--- src/rtl/tcfr_pkg.sv ---
// Shared constants and types for the text command frame receiver.
`default_nettype none

package tcfr_pkg;

  localparam int unsigned BYTE_W = 8;
  localparam int unsigned POS_W = 8;
  localparam int unsigned STATUS_W = 2;

  localparam int unsigned FRAME_BUFFER_BYTES_DEFAULT = 250;

  localparam logic [BYTE_W-1:0] START_BYTE = 8'h58;
  localparam logic [BYTE_W-1:0] LEN_OFFSET = 8'h20;
  localparam logic [BYTE_W-1:0] CHAR_CR = 8'h0D;
  localparam logic [BYTE_W-1:0] CHAR_LF = 8'h0A;
  localparam logic [POS_W-1:0] FIRST_DATA_POS = 8'd4;
  localparam logic [BYTE_W-1:0] MAX_PAYLOAD_RESET = 8'd240;

  localparam logic [STATUS_W-1:0] STATUS_IGNORED = 2'd0;
  localparam logic [STATUS_W-1:0] STATUS_STORED = 2'd1;
  localparam logic [STATUS_W-1:0] STATUS_COMPLETE = 2'd2;
  localparam logic [STATUS_W-1:0] STATUS_DROPPED = 2'd3;

  typedef struct packed {
    logic [STATUS_W-1:0] status;
    logic [POS_W-1:0] store_pos;
    logic [BYTE_W-1:0] store_byte;
    logic [BYTE_W-1:0] frame_index;
    logic [BYTE_W-1:0] frame_command;
    logic [BYTE_W-1:0] payload_len;
  } result_t;

endpackage

`default_nettype wire

--- src/rtl/text_command_frame_receiver.sv ---
// Top level of the text command frame receiver: byte parser with input and result registers.
`default_nettype none

// Takes one received byte per item and returns one result item per byte: ignored, store
// the byte at a frame position, frame complete (index, command, payload length) or frame
// dropped. The consumer keeps the payload bytes; this block holds only the header bytes
// and the position counter. Each byte goes from the input register to the result
// register, and a new byte can be taken every cycle while out_ready takes each result;
// the parse of a byte is a short compare and increment on the position counter. A
// result held by a low out_ready stalls the input register. max_payload is written through
// the cfg channel, which is always ready, and should only change while no byte is in flight.
module text_command_frame_receiver
  import tcfr_pkg::*;
#(
  parameter int unsigned FRAME_BUFFER_BYTES = FRAME_BUFFER_BYTES_DEFAULT
) (
  input  wire logic                clk,
  input  wire logic                rst,
  input  wire logic                in_valid,
  output logic                     in_ready,
  input  wire logic [BYTE_W-1:0]   rx_byte,
  output logic                     out_valid,
  input  wire logic                out_ready,
  output logic [STATUS_W-1:0]      status,
  output logic [POS_W-1:0]         store_pos,
  output logic [BYTE_W-1:0]        store_byte,
  output logic [BYTE_W-1:0]        frame_index,
  output logic [BYTE_W-1:0]        frame_command,
  output logic [BYTE_W-1:0]        payload_len,
  input  wire logic                cfg_valid,
  output logic                     cfg_ready,
  input  wire logic [BYTE_W-1:0]   max_payload
);

  localparam logic [POS_W-1:0] LAST_DATA_POS = POS_W'(FRAME_BUFFER_BYTES - 1);

  logic                in_full;
  logic [BYTE_W-1:0]   in_byte;
  logic                advance;

  logic [BYTE_W-1:0]   max_len;
  logic [POS_W-1:0]    frame_position;
  logic [POS_W-1:0]    frame_position_next;
  logic [BYTE_W-1:0]   held_index;
  logic [BYTE_W-1:0]   held_command;
  logic [BYTE_W-1:0]   held_length_byte;

  result_t             result;
  result_t             result_next;

  logic                is_term;
  logic [BYTE_W-1:0]   decl_len;
  logic [POS_W:0]      expect_pos;

  assign cfg_ready = 1'b1;
  assign advance = in_full && (!out_valid || out_ready);
  assign in_ready = !in_full || advance;

  assign is_term = (in_byte == CHAR_CR) || (in_byte == CHAR_LF);
  assign decl_len = held_length_byte - LEN_OFFSET;
  assign expect_pos = {1'b0, decl_len} + {1'b0, FIRST_DATA_POS} + (POS_W+1)'(1);

  always_comb begin
    result_next = '0;
    frame_position_next = frame_position;
    if (frame_position == '0) begin
      if (in_byte == START_BYTE) begin
        result_next.status = STATUS_STORED;
        result_next.store_byte = in_byte;
        frame_position_next = POS_W'(1);
      end else begin
        result_next.status = STATUS_IGNORED;
      end
    end else if (is_term) begin
      frame_position_next = '0;
      if (frame_position < FIRST_DATA_POS || decl_len > max_len ||
          (decl_len != '0 && {1'b0, frame_position} != expect_pos)) begin
        result_next.status = STATUS_DROPPED;
      end else begin
        result_next.status = STATUS_COMPLETE;
        result_next.frame_index = held_index;
        result_next.frame_command = held_command;
        // A terminator right after the length byte means an empty payload.
        if (frame_position > FIRST_DATA_POS) begin
          result_next.payload_len = frame_position - FIRST_DATA_POS - POS_W'(1);
        end
      end
    end else if (in_byte < LEN_OFFSET || frame_position >= LAST_DATA_POS) begin
      result_next.status = STATUS_DROPPED;
      frame_position_next = '0;
    end else begin
      result_next.status = STATUS_STORED;
      result_next.store_pos = frame_position;
      result_next.store_byte = in_byte;
      frame_position_next = frame_position + POS_W'(1);
    end
  end

  always_ff @(posedge clk) begin
    if (rst) begin
      in_full <= 1'b0;
      out_valid <= 1'b0;
      max_len <= MAX_PAYLOAD_RESET;
      frame_position <= '0;
      held_index <= '0;
      held_command <= '0;
      held_length_byte <= '0;
    end else begin
      if (cfg_valid) begin
        max_len <= max_payload;
      end
      if (in_valid && in_ready) begin
        in_full <= 1'b1;
      end else if (advance) begin
        in_full <= 1'b0;
      end
      if (advance) begin
        out_valid <= 1'b1;
      end else if (out_ready) begin
        out_valid <= 1'b0;
      end
      if (advance) begin
        frame_position <= frame_position_next;
        if (!is_term && in_byte >= LEN_OFFSET && frame_position < LAST_DATA_POS) begin
          if (frame_position == POS_W'(1)) begin
            held_index <= in_byte;
          end
          if (frame_position == POS_W'(2)) begin
            held_command <= in_byte;
          end
          if (frame_position == POS_W'(3)) begin
            held_length_byte <= in_byte;
          end
        end
      end
    end
  end

  always_ff @(posedge clk) begin
    if (in_valid && in_ready) begin
      in_byte <= rx_byte;
    end
    if (advance) begin
      result <= result_next;
    end
  end

  assign status = result.status;
  assign store_pos = result.store_pos;
  assign store_byte = result.store_byte;
  assign frame_index = result.frame_index;
  assign frame_command = result.frame_command;
  assign payload_len = result.payload_len;

  a_position_in_buffer: assert property (@(posedge clk) disable iff (rst)
    frame_position < POS_W'(FRAME_BUFFER_BYTES))
    else $error("frame position beyond the frame buffer");

  a_header_fields_only_on_complete: assert property (@(posedge clk) disable iff (rst)
    out_valid && status != STATUS_COMPLETE |->
      frame_index == '0 && frame_command == '0 && payload_len == '0)
    else $error("frame fields set on a result that is not a completed frame");

  a_start_stored_at_zero: assert property (@(posedge clk) disable iff (rst)
    out_valid && status == STATUS_STORED && store_pos == '0 |-> store_byte == START_BYTE)
    else $error("byte stored at position zero is not the start byte");

  a_end_returns_to_hunt: assert property (@(posedge clk) disable iff (rst)
    advance && (result_next.status == STATUS_COMPLETE ||
                result_next.status == STATUS_DROPPED) |=> frame_position == '0)
    else $error("frame end did not return the parser to hunting");

  a_payload_fits_buffer: assert property (@(posedge clk) disable iff (rst)
    out_valid && status == STATUS_COMPLETE |->
      payload_len <= LAST_DATA_POS - FIRST_DATA_POS - POS_W'(1))
    else $error("completed payload longer than the frame buffer allows");

endmodule

`default_nettype wire
--- config.mk ---
export PLATFORM = sky130hd
export DESIGN_NAME = text_command_frame_receiver
export DESIGN_NICKNAME = d
export VERILOG_FILES = /design/src/rtl/tcfr_pkg.sv /design/src/rtl/text_command_frame_receiver.sv
export SDC_FILE = /design/constraint.sdc
export NUM_CORES = 1
export LEC_CHECK = 0
export BUFFER_PORTS_ARGS = -buffer_cell sky130_fd_sc_hd__clkbuf_2
export CELL_PAD_IN_SITES_DETAIL_PLACEMENT = 1
export CELL_PAD_IN_SITES_GLOBAL_PLACEMENT = 1
export CORE_UTILIZATION = 40
export CTS_CLUSTER_DIAMETER = 30
export CTS_CLUSTER_SIZE = 20
export DETAILED_ROUTE_END_ITERATION = 6
export GPL_TIMING_DRIVEN = 0
export PLACE_DENSITY_LB_ADDON = 0.05
export SLEW_MARGIN = 15
export SYNTH_ARGS = -nofsm -noshare
export SYNTH_HDL_FRONTEND = slang
export SYNTH_SLANG_ARGS = --single-unit
--- constraint.sdc ---
create_clock -name clk -period 3.3 [get_ports clk]
set_input_delay 0.165 -clock clk [delete_from_list [all_inputs] [get_ports clk]]
set_output_delay 0.165 -clock clk [all_outputs]
set_load 0.03 [all_outputs]
==> impl_metrics.ini <==
[floorplanning]
start_util_pct = 41.0
core_area_sq_mm = 0.0103
die_y_microns = 105
ios = 66
rows = 37
die_w_microns = 105
dieArea_sq_mm = 0.0110

[finish]
final_nets = 530
diodes = 0
n_fill_cell = 1174
drive_above_1_share_pct = 18.9
areaGrowthSynthToFinish_pct = 19.6

[clock_tree]
cts.sinks = 92
clk_root_buffer_cell = clkbuf_8
cts.path.max_buffers = 2
clk-insertion-delay-late_ps = 380
numCtsBuffers = 9
clkSlewWorstSetupHoldPaths_ps = 100
tritoncts = done
htreeDepth = 3

[synthesis]
synthesis.nets = 442
ys.flop_type = edfxtp_1
ys_seq_area_share_pct = 55.6
async_reset_ff_share_pct = 0
synth_commonest_cells = edfxtp_1, nand2_1, dfxtp_1
synth_most_common_cell = edfxtp_1
synth_top_area_cell = edfxtp_1
syn-cell-area_sq_mm = 0.00422
synth-seq-cells = 92
syn_area_per_cell_sq_um = 10.4
yosys_warnings = 0
ys_top_cells_by_area = edfxtp_1, dfxtp_1, ha_1
synth_cell_types = 47
synth.top_cell.area_share_pct = 35.6
synth_edf_count = 50
syn_inst = 405

[route]
drt_iter0_drc = 123
ant_nets = 0
vias_per_cell = 5.16
wl_per_cell_microns = 16.4
drc = 0
drt_wl_total_mm = 10.4
vias = 3273
drt-pass1-iter-count = 5

[pwr]
p_per_area_mw_per_mm2 = 426
p_int_uw = 1590
p_comb_share_pct = 7.4
p_leak_uw = 0.00194
p_clk_share_pct = 34.2
p_sw_share_pct = 25.8
ir_worst_vdd_mv = 0.242
share_seq_of_total_power_pct = 58.4
power_switching_uw = 554

[sta]
holdWs_ps = 11.2
setup_tns_ps = 0
hold_viol_final = 0
min_period_ps = 3070
slew_headroom_pct = 56.1
setup_viol = 0
fin_crit_sh_pct = 93.1
clock-skew-final_ps = 17.6
fmax_mhz = 325
worst_pin_slew_ps = 654
slew_violations = 0

[setup_path]
worstPathArrival_ps = 3270
worst_setup_path_start_kind = register
crit_type = register to register
slowest_stage = dfxtp_1
path_cells = inv_1, ha_1, xor2_1, ha_1, a21oi_1, o21ai_0, o21ai_0, nor4b_4, nand2_1, clkbuf_1, a211oi_1
worst_path_largest_cell_delay_ps = 450
worst_ep_required_time_ps = 3500
crit_fanout = 10
crit_path_end_kind = register

[worst_hold_path]
holdCritPathClass = primary input to register

[run_status]
status = completed

[placed_design]
gp_congestion = 0.821
post-dp-hpwl_mm = 7.58
io_buffers = 64

[global_route]
grt_usage_pct = 20.2
grt_pass1_wl_mm = 16.7
overflow = 0
grt_max_degree = 29
grt_pass1_vias = 3300
antenna_found_initial = 0

[job]
max-cap-violations = 0
[critical path: cells and delay by family (launching register included)]
| family | cells | cell delay [ps] |
|---|---|---|
| AOI/OAI and AO/OA | 4 | 660 |
| adders and majority gates | 2 | 550 |
| and+or+nand+nor | 2 | 530 |
| DFF | 1 | 450 |
| buffers and inverters | 2 | 390 |
| xor gates and xnor gates | 1 | 300 |
[final timing paths]
check | startpoint | end | slack (ps) | cells past startpoint
worst max-delay path | held_length_byte[5]$_SDFFE_PP0P_ | payload_len[1]$_SDFFCE_PP0P_ | 230 | 11
worst min-delay path | max_payload[1] | max_len[1]$_SDFFE_PP0P_ | 10 | 3
worst min register to register | held_index[6]$_SDFFE_PP0P_ | held_index[6]$_SDFFE_PP0P_ | 460 | 2
worst max register to register | held_length_byte[5]$_SDFFE_PP0P_ | payload_len[1]$_SDFFCE_PP0P_ | 230 | 11
[per-stage QoR]
stage	setup slack, ps	total power, uW	util (%)	area [sq um]	instances
after global placement	216	1420	45.8	4710	605
final	227	2150	49.1	5040	634
after floorplan	861	1370	-	4220	405
after detailed placement	169	1430	46.0	4730	606
after global routing	-43.4	2230	49.1	5040	634
after CTS	101	2180	49.0	5030	634
[power groups by stage]
stage               combinational, uW  clock [uW]  sequential [uW]
floorplan                        57.2           0             1310
global placement                  140           0             1280
detailed placement                148           0             1280
CTS                               159         761             1260
global route                      172         803             1260
finish                            158         735             1250
[layer usage]
metal | part of all wire (%) | global-route usage (%) | vias up
li1 | - | - | 1616
met1 | 47 | 26.7 | 1566
met2 | 48 | 32.7 | 76
met3 | 3.8 | 3.99 | 15
met4 | 1.7 | 7.65 | 0
met5 | 0 | 0 | -
[sequential cells by signal (all words and copies together) (netlist names), 2 cells and up]
signal            count
payload_len           8
store_pos             8
held_index            8
in_byte               8
frame_index           8
frame_command         8
status                2
held_length_byte      8
max_len               8
held_command          8
frame_position        8
store_byte            8
[kinds of logic after synthesis]
| family | Yosys count | share of synthesized area, % |
|---|---|---|
| flip-flops | 92 | 55.6 |
| other | 1 | 0.0890 |
| buffers and inverters | 41 | 3.86 |
| XOR/XNOR | 16 | 3.32 |
| multiplexers | 4 | 0.950 |
| AND/OR/NAND/NOR | 146 | 17.8 |
| adder cells (fa/ha/maj) | 16 | 4.75 |
| AO/OA/AOI/OAI | 89 | 13.7 |
[final cells by class]
type	instances	area, sq um	area share (%)
Sequential cell	92	2340	46.5
Tap cell	136	170	3.37
Inverter	18	67.6	1.34
Buffer	23	95.1	1.89
Clock buffer	11	141	2.80
Clock inverter	5	46.3	0.918
Multi-Input combinational cell	272	1720	34.1
Timing Repair Buffer	77	460	9.13
[what timing repair did]
| action | 4_1_cts | 5_1_grt |
|---|---|---|
| endpoints found under the hold margin | 12 | 0 |
| hold buffers | 12 | 0 |
| buffers inserted | 0 | 0 |
| setup endpoints to repair | 0 | 9 |
| resized for setup | 0 | 1 |
[cell usage in the layout, fill, tap and decap left out, types with 7 or more instances in the layout]
master,instances
clkbuf_8,10
dlygate4sd3_1,12
xnor2_1,9
dfxtp_1,42
a21oi_1,39
nand3_1,27
ha_1,16
clkbuf_2,64
nor2_1,26
inv_1,17
nand2_1,43
xor2_1,7
nor3_1,7
and3_1,10
clkbuf_1,16
a21boi_0,16
edfxtp_1,50
o21ai_0,7
No activity file was read; power rests on OpenSTA's default activity.
